$ cat src/design/drh_pkg.sv
// Shared constants and types of the double rolling-hash matcher.
package drh_pkg;

  // Moduli, bases and the character offset of the two hash lanes
  localparam int WidthA = 30;
  localparam int WidthB = 31;
  localparam logic [30:0] ModA = 31'd1000000007;
  localparam logic [30:0] ModB = 31'd1500450271;
  localparam logic [7:0] BaseA = 8'd31;
  localparam logic [7:0] BaseB = 8'd29;
  localparam logic [8:0] CharOffset = 9'd47;

  // Function codes of an input item; the fourth code is unused
  typedef enum logic [1:0] {
    FUNC_CLEAR   = 2'd0,
    FUNC_PATTERN = 2'd1,
    FUNC_TEXT    = 2'd2
  } drh_func_e;

  // Work kinds handed from the front end to the hash back end
  typedef enum logic [1:0] {
    KIND_CLEAR   = 2'd0,
    KIND_PATTERN = 2'd1,
    KIND_FILL    = 2'd2,
    KIND_SLIDE   = 2'd3
  } drh_kind_e;

  // One queued operation
  typedef struct packed {
    drh_kind_e          kind;
    logic               check;
    logic signed [8:0]  s_new;
    logic signed [8:0]  s_old;
    logic [31:0]        pos;
  } drh_op_t;

  // Sequencer controls to each hash lane
  typedef struct packed {
    drh_kind_e          kind;
    logic               clear;
    logic               issue;
    logic               red_hi;
    logic               red_lo;
    logic               commit;
    logic signed [8:0]  s_new;
    logic signed [8:0]  s_old;
  } drh_lane_ctl_t;

endpackage

$ cat src/design/drh_queue.sv
// Short FIFO of operations between the front and back ends.
module drh_queue #(
  parameter int DEPTH = 4
) (
  input  logic              clk_i,
  input  logic              rst_ni,
  input  logic              push_i,
  input  drh_pkg::drh_op_t  data_i,
  output logic              full_o,
  input  logic              pop_i,
  output drh_pkg::drh_op_t  data_o,
  output logic              valid_o
);

  localparam int PW = (DEPTH > 1) ? $clog2(DEPTH) : 1;
  localparam int NW = $clog2(DEPTH + 1);

  drh_pkg::drh_op_t mem_q [DEPTH];
  logic [PW-1:0]    wr_q, rd_q;
  logic [NW-1:0]    num_q;

  assign full_o  = (num_q == NW'(DEPTH));
  assign valid_o = (num_q != '0);
  assign data_o  = mem_q[rd_q];

  // Store pushed operations
  always_ff @(posedge clk_i) begin
    if (push_i) begin
      mem_q[wr_q] <= data_i;
    end
  end

  // Advance pointers and fill level
  always_ff @(posedge clk_i or negedge rst_ni) begin
    if (!rst_ni) begin
      wr_q  <= '0;
      rd_q  <= '0;
      num_q <= '0;
    end else begin
      if (push_i) begin
        wr_q <= (wr_q == PW'(DEPTH - 1)) ? '0 : wr_q + PW'(1);
      end
      if (pop_i) begin
        rd_q <= (rd_q == PW'(DEPTH - 1)) ? '0 : rd_q + PW'(1);
      end
      if (push_i && !pop_i) begin
        num_q <= num_q + NW'(1);
      end else if (pop_i && !push_i) begin
        num_q <= num_q - NW'(1);
      end
    end
  end

endmodule

$ cat config.mk
export PLATFORM = sky130hd
export DESIGN_NAME = drh_queue
export DESIGN_NICKNAME = d
export VERILOG_FILES = /design/src/design/drh_pkg.sv /design/src/design/drh_queue.sv
export SDC_FILE = /design/constraint.sdc
export NUM_CORES = 1
export LEC_CHECK = 0
export BUFFER_PORTS_ARGS = -buffer_cell sky130_fd_sc_hd__buf_2
export CAP_MARGIN = 20
export CORE_ASPECT_RATIO = 0.8
export CORE_MARGIN = 2
export CORE_UTILIZATION = 51
export DETAILED_ROUTE_END_ITERATION = 8
export GPL_TIMING_DRIVEN = 0
export PLACE_DENSITY = 0.78
export SETUP_SLACK_MARGIN = 0.3
export SKIP_LAST_GASP = 1
export SLEW_MARGIN = 20
export SYNTH_ARGS = -nofsm -noshare
export SYNTH_HDL_FRONTEND = slang
export SYNTH_SLANG_ARGS = --single-unit
$ cat constraint.sdc
create_clock -name clk_i -period 2.5 [get_ports clk_i]
set_clock_uncertainty 0.15 [all_clocks]
set_input_delay 0.25 -clock clk_i [delete_from_list [all_inputs] [get_ports clk_i]]
set_output_delay 0.25 -clock clk_i [all_outputs]
set_load 0.01 [all_outputs]
Yosys cells after proc, flatten, opt, wreduce, memory -nomap -nowiden

Memory sizes are Yosys's and may differ from the RTL's.
Index checks and enable logic that the tools add are counted.
W data, S select, Z words.

Add/sub/neg operators: 4
Equality and inequality tests: 3
Muxes and demuxes: 6
Reduce and logical (&&, ||, !) cells: 6

Operator list:

| cell                  | count |
|---|---|
| $mux W3               | 2 |
| $add A2 B1 Y2 const B | 2 |
| $eq A2 B2 Y1 const B  | 2 |
| $mux W2               | 2 |
| $add A3 B1 Y3 const B | 1 |
| $eq A3 B3 Y1 const B  | 1 |
| $reduce_bool A3 Y1    | 1 |
| $sub A3 B1 Y3 const B | 1 |
| $logic_and A1 B1 Y1   | 2 |
| $logic_not A1 Y1      | 2 |
| $mux W1               | 2 |
| $reduce_bool A2 Y1    | 1 |

Flip-flop bits (word level): 7
Memory bits (writable): 212
Input bits: 57
Output and inout bits: 55
Logic and storage cells: 23
Memories: 1

Memory list:

| memory | depth | width | rd ports | clocked after memory_dff | write ports | RTL line        | RTL |
|---|---|---|---|---|---|---|---|
| mem_q  | 4     | 53    | 1        | 0                        | 1           | drh_queue.sv:18 | `drh_pkg::drh_op_t mem_q [DEPTH];` |

Logic depth before layout (Yosys ltp)

Gate-level depths: netlist of run 1.

Depth after elaboration: 4
Gate-level depth with buffers: 7
Depth with buffers taken out: 7

Worst setup path before layout of run 1

Ideal clock, no wire load.

Kind: register to register
Start: reg wr_q[0]
End: mem mem_q[2][0] in the netlist's numbering (enable)
Setup time: 0.416 ns
Arrival time: 1.883 ns
Data required time: 1.934 ns
Path slack: 0.051 ns
Stages on the path, launching flop included: 4
Path buffers: 0
Period minus slack after synthesis: 2.449 ns
Cell sequence: dfrtp_1 inv_1 ha_1 and2_1

RTL lines:

| element                | RTL line        | RTL |
|---|---|---|
| from (decl)            | drh_queue.sv:19 | `logic [PW-1:0] wr_q, rd_q;` |
| from (signal assigned) | drh_queue.sv:41 | `wr_q <= (wr_q == PW'(DEPTH - 1)) ? '0 : wr_q + PW'(1);` |
| to (decl)              | drh_queue.sv:18 |  |

Straight into the memory's write port.

==> summary.md, run 1 <==
| Metric | Value |
|---|---|
| Status | `completed` |
| Worst hold endpoint | `num_q[2]` |
| Clk sinks | `219` |
| Post-synthesis sequential area ratio | `0.8043` |
| Clock buffer count from CTS | `22` |
| Slew headroom | `0.7272` |
| Hold path cells | `1` |
| Final WS setup | `0.1925 ns` |
| GRT overflow | `0` |
| Syn Area/Cell | `25.90 um^2` |
| Post-layout nets | `579` |
| Antenna diodes | `0` |
| Fill count | `1053` |
| Reg-to-reg critical path startpoint | `wr_q[0]` |
| Layout area overhead | `28.05%` |
| DR DRC count | `0` |
| Starting Density | `0.5181` |
| Ys Warns | `0` |
| Port bufs | `111` |
| Die W | `145.2 um` |
| CP Launch Type | `flip-flop` |
| Cells on worst reg2reg path | `4` |
| Register area | `6541 um^2` |
| Multi-input logic area | `1445 um^2` |
| Max Fanout on Critical Path | `10` |
| Largest net degree at the start of global routing | `32` |
| Most area-consuming cells after synthesis | `edfxtp_1 78%, mux4_2 13%, dfrtp_1 2.2%` |
| Dpl ws | `0.6338 ns` |
| Final core occ | `0.6634` |
| Pleak | `3.691 nW` |
| Antenna violation net count after detailed routing | `0` |
| Placed Instances | `644` |
| WP data required | `2.10 ns` |
| Detailed Place HPWL | `8505 um` |
| Syn Nets | `378` |
| TritonRoute pass-1 iters | `4` |
| Avg WL per Cell | `19.38 um` |
| Fin crit share | `0.9230` |
| RePlAce Congestion | `0.6568` |
| Critical path class | `reg -> out` |
| H-tree Lvls | `1` |
| Power Total | `11.60 mW` |
| Synth top area share | `0.7828` |
| Root Buffer | `clkbuf_16` |
| Fmax | `433.4 MHz` |
| Setup TNS Final | `0 ns` |
| Syn Inst Count | `314` |
| Post-synthesis cell area | `8133 um^2` |
| Non-filler cells, final | `746` |
| R2r setup slk | `0.65 ns` |
| Total wire length | `14460 um` |
| Flops & latches, synth | `219` |
| Die ar. | `16980 um^2` |
| Finished Cell Area | `10410 um^2` |
| Core ar. | `15700 um^2` |
| Worst reg2reg path endpoint | `mem_q[0][7]` |
| Fin Hold WS | `0.3330 ns` |
| Pwr dens | `1114 nW/um^2` |
| Crit. End Element | `output pin` |
| GRT Util Overall | `0.1735` |
| Max Transition Viols Final | `0` |
| Final setup violation count | `0` |
| Clk_lat worst skew | `0.48 ns` |
| Final Hold Vio Count | `0` |
| Row cnt | `41` |
| Layout cells sized above 1 | `0.4124` |
| Worst-path clk slew | `0.06 ns` |
| Die height | `117.0 um` |
| # IOs | `112` |
| Vias per cell | `5.210` |
| Vias | `3887` |
| Critical Path AT | `1.91 ns` |
| Global-route wire length before repair | `22580 um` |
| Max Cap Viol | `0` |
| Hold Crit Class | `reg -> reg` |
| Worst Max-Slew Pin Slew | `0.4092 ns` |
| Yosys cell types | `19` |
| Area leader, netlist | `edfxtp_1` |
| Final Critical Period | `2.308 ns` |
| CTS tree | `yes` |
| RSZ-0062 raised after global routing | `yes` |
| DRT iter0 DRCs | `229` |
| Max Buffers Root-to-Sink | `3` |
| Cell area after placement | `9047 um^2` |
| Maximum vdd drop | `634.8 uV` |
| Vias in the first global route | `4071` |
| Hold_sp | `num_q[2]` |
| Initial antenna violation count | `0` |
==> kinds of logic after synthesis <==
logic type                 after synthesis  synth area share
xor gates and xnor gates                 3          0.003231
muxes                                   56            0.1532
DFF                                    219            0.8043
adders and majority gates                7           0.01169
and+or+nand+nor                         11          0.007078
AOI/OAI and AO/OA                        2          0.001231
buffers and inverters                   16           0.01923
==> synth_stat cells <==
cell and number:
xor2_1 2, o21ai_0 2, mux4_2 48, ha_1 6
fa_1 1, buf_6 1, buf_2 6, and2_1 4
mux2_2 3, buf_12 5, inv_1 4, dfrtp_1 7
mux4_1 5, nor3b_1 1, or3_1 1, nand2_1 2
nor2_1 3, xnor2_1 1, edfxtp_1 212
==> sequential cells by signal, summed over array words and instances, names as in the netlist <==
| signal | flops |
|---|---|
| mem_q | 212 |
| num_q | 3 |
| rd_q | 2 |
| wr_q | 2 |
==> power breakdown <==
group          internal [mW]  leakage [nW]  switching [mW]
Combinational           1.76          1.30            1.70
Clock                   2.02         0.363            1.25
Sequential              4.71          2.03           0.166
Total                   8.49          3.69            3.11
==> worst max path at each step <==
stage	from	endpoint	slack (ns)
after global placement	wr_q[0]	mem_q[0][6]	0.13
after detailed placement	rd_q[0]	data_o[43]	0.63
after floorplan	wr_q[0]	mem_q[2][0]	0.62
after global routing	rd_q[0]	data_o[25]	0.11
final	rd_q[0]	data_o[43]	0.19
after CTS	rd_q[0]	data_o[43]	0.17
==> cell type report <==
class                           count  area share
Sequential cell                   219      0.6281
Multi-Input combinational cell     79      0.1388
Timing Repair Buffer              177      0.1194
Clock buffer                       29     0.05839
Tap cell                          215     0.02583
Buffer                             12     0.01586
Clock inverter                     11     0.01214
Inverter                            4    0.001442
==> critical path, cell delays in order (launching register included) <==
cell and delay (ns):
dfrtp_1 0.40, buf_12 0.17, buf_12 0.16, mux4_2 0.53, buf_2 0.16
==> per-layer routing <==
metal	share of wire	vias up	GRT usage
li1	-	1738	-
met4	0.012	0	0.03856
met5	0	-	0
met3	0.050	16	0.03953
met1	0.43	2020	0.2342
met2	0.51	113	0.2984
==> repair_timing <==
action,4_1_cts,5_1_grt
gates cloned,0,0
hold endpoints to repair,223,0
buffers inserted,4,1
setup endpoints to repair,53,53
hold buffers,57,0
resized for setup,8,0
==> layout by cell type, fill, tap and decap left out, types with 6 or more instances in the layout <==
master / count
edfxtp_1: 212
buf_2: 111
dlygate4sd3_1: 57
mux4_2: 48
clkbuf_16: 23
buf_4: 11
buf_12: 10
dfrtp_1: 7
ha_1: 6
Note: power is estimated with default switching activity, not from simulation.
==> inputs of run 2 (changes only) <==
--- a/config.mk
+++ b/config.mk
@@ -5,14 +5,14 @@
 export SDC_FILE = /design/constraint.sdc
 export NUM_CORES = 1
 export LEC_CHECK = 0
-export BUFFER_PORTS_ARGS = -buffer_cell sky130_fd_sc_hd__buf_2
 export CAP_MARGIN = 20
 export CORE_ASPECT_RATIO = 0.8
 export CORE_MARGIN = 2
-export CORE_UTILIZATION = 51
+export CORE_UTILIZATION = 56
 export DETAILED_ROUTE_END_ITERATION = 8
+export DONT_BUFFER_PORTS = 1
 export GPL_TIMING_DRIVEN = 0
-export PLACE_DENSITY = 0.78
+export PLACE_DENSITY = 0.77
 export SETUP_SLACK_MARGIN = 0.3
 export SKIP_LAST_GASP = 1
 export SLEW_MARGIN = 20
==> summary.md, run 2 (synthesis results as in run 1) <==
| Metric | Value |
|---|---|
| Fin Hold WS | `0.02840 ns (-0.3046 ns)` |
| Max Fanout on Critical Path | `10 (unchanged)` |
| Max Cap Viol | `0 (unchanged)` |
| Root Buffer | `clkbuf_16` |
| Fin crit share | `0.8799 (-0.04308)` |
| Global-route wire length before repair | `22270 um (-1.4%)` |
| Proportion of power drawn by the clock network | `0.299 (+0.017)` |
| RSZ-0062 raised after global routing | `yes` |
| Pwr dens | `1136 nW/um^2 (+2.0%)` |
| Sw Share | `0.2696 (+0.001402)` |
| Reg-to-reg critical path startpoint | `wr_q[0]` |
| Dpl ws | `0.6203 ns (-0.01353 ns)` |
| Row cnt | `39 (-4.9%)` |
| Max FFs per register | `212 (unchanged)` |
| Power Total | `11.14 mW (-4.0%)` |
| Non-filler cells, final | `597 (-20%)` |
| Final Critical Period | `2.200 ns (-0.1077 ns)` |
| Core ar. | `14250 um^2 (-9.2%)` |
| Critical Path AT | `1.80 ns (-0.11 ns)` |
| Max Transition Viols Final | `0 (unchanged)` |
| Final Hold Vio Count | `0 (unchanged)` |
| Register with the most flip-flops | `mem_q` |
| TritonRoute pass-1 iters | `4 (unchanged)` |
| Layout area overhead | `20.51%` |
| Status | `completed` |
| CP Launch Type | `flip-flop` |
| Largest net degree at the start of global routing | `41 (+28%)` |
| Clk_lat worst skew | `0.49 ns (about the same)` |
| Die W | `138.7 um (-4.4%)` |
| R2r setup slk | `0.63 ns (-0.02 ns)` |
| GRT Util Overall | `0.1881 (+0.01454)` |
| Detailed Place HPWL | `7941 um (-6.6%)` |
| Critical path class | `reg -> out` |
| Worst Max-Slew Pin Slew | `0.4142 ns (+0.005013 ns)` |
| Vias in the first global route | `3857 (-5.3%)` |
| Multi-input logic area | `1445 um^2 (unchanged)` |
| Most frequent cells in the layout | `212 x edfxtp_1, 57 x dlygate4sd3_1, 48 x mux4_2` |
| Antenna violation net count after detailed routing | `0 (unchanged)` |
| H-tree Lvls | `1 (unchanged)` |
| DR DRC count | `0 (unchanged)` |
| Sequential share of power | `0.437 (+0.017)` |
| Die height | `111.8 um (-4.4%)` |
| Max Buffers Root-to-Sink | `3 (unchanged)` |
| Maximum vdd drop | `881.0 uV (+39%)` |
| Worst-path cell chain | `buf_12 -> buf_12 -> mux4_2` |
| Hold_sp | `push_i` |
| Slowest stage delay, CP | `0.57 ns (+0.04 ns)` |
| # IOs | `112 (unchanged)` |
| Placed Instances | `502 (-22%)` |
| Vias | `3469 (-11%)` |
| Die ar. | `15510 um^2 (-8.7%)` |
| Layout cells sized above 1 | `0.2476 (-0.1649)` |
| Port bufs | `0 (-100%)` |
| Setup TNS Final | `0 ns (unchanged)` |
| Worst-path clk slew | `0.07 ns (about the same)` |
| Worst hold endpoint | `mem_q[2][39]` |
| Worst reg2reg path endpoint | `mem_q[0][40]` |
| WP data required | `2.10 ns (about the same)` |
| Total wire length | `13950 um (-3.5%)` |
| Fmax | `454.6 MHz (+4.9%)` |
| Commonest non-fill, non-tap cell in the layout | `edfxtp_1` |
| Regs by FF count | `mem_q x212, num_q x3` |
| Pleak | `3.228 nW (-13%)` |
| Slowest CP cell | `mux4_2` |
| Post-layout nets | `463 (-20%)` |
| GRT overflow | `0 (unchanged)` |
| Starting Density | `0.5708 (+0.05268)` |
| Final WS setup | `0.3002 ns (+0.1077 ns)` |
| DRT iter0 DRCs | `241 (+5.2%)` |
| Most frequent CP cell | `buf_12` |
| Hold path cells | `1 (unchanged)` |
| P_sw | `3.003 mW (-3.5%)` |
| Initial antenna violation count | `1 (+1)` |
| Fill count | `875 (-17%)` |
| Clk sinks | `219 (unchanged)` |
| Cells on worst reg2reg path | `4 (unchanged)` |
| Clock buffer count from CTS | `21 (-4.5%)` |
| RePlAce Congestion | `0.7049 (+7.3%)` |
| CTS tree | `yes` |
| Combinational Power Share | `0.264 (-0.034)` |
| Slew headroom | `0.7238 (-0.003341)` |
| Final setup violation count | `0 (unchanged)` |
| Avg WL per Cell | `23.36 um (+21%)` |
| Int Pwr | `8.133 mW (-4.2%)` |
| Register area | `6541 um^2 (unchanged)` |
| Crit. End Element | `output pin` |
| Hold Crit Class | `in -> reg` |
| Vias per cell | `5.811 (+12%)` |
[run 2: worst max path at each step]
stage / startpoint / endpoint / depth (start not counted)
floorplan: wr_q[0] / mem_q[2][0] / 3
global placement: wr_q[0] / mem_q[2][22] / 3
detailed placement: wr_q[0] / mem_q[0][10] / 4
CTS: rd_q[0] / data_o[40] / 3
global route: rd_q[0] / data_o[24] / 3
finish: rd_q[0] / data_o[40] / 3
[run 2: stage by stage]
stage | area (um^2) | utilization
5_1_grt | 9801 | 0.6878
2_1_floorplan | 8138 | -
6_report | 9801 | 0.6878
4_1_cts | 9796 | 0.6875
3_5_place_dp | 8468 | 0.5943
3_3_place_gp | 8368 | 0.5873
[run 2: power groups by stage]
stage               sequential (mW)  combinational [mW]  clock, mW
global placement               4.93                2.72          0
detailed placement             4.95                2.84          0
floorplan                      4.90                2.19          0
global route                   4.92                3.18       3.57
CTS                            4.87                3.02       3.39
finish                         4.87                2.94       3.33
[run 2: layout make-up]
class | instances | area share
flip-flops and latches | 219 | 0.6674
multi-input cells | 79 | 0.1475
repair buffers | 62 | 0.06868
clock buffers | 24 | 0.05477
well taps | 184 | 0.02349
clock inverters | 12 | 0.01953
plain buffers | 12 | 0.01685
inverters | 4 | 0.001532
diodes | 1 | 0.0002553
[run 2: timing repair]
| action | in CTS | in global routing |
|---|---|---|
| gates resized for setup | 7 | 1 |
| setup buffers | 1 | 0 |
| hold buffers | 57 | 0 |
| endpoints found under the hold margin | 226 | 0 |
| endpoints found under the setup margin | 51 | 49 |
| pin swaps | 0 | 0 |
[run 2: metal layers]
metal	wire (um)	track usage
met1	5697	0.2548
met2	6865	0.3112
met3	1091	0.05849
met4	293	0.03704
met5	0	0
[run 2: critical path, delay by kind of cell (launching register included)]
family / cells / cell delay, ns
DFF: 1 / 0.39
muxes: 1 / 0.57
buffers and inverters: 2 / 0.34
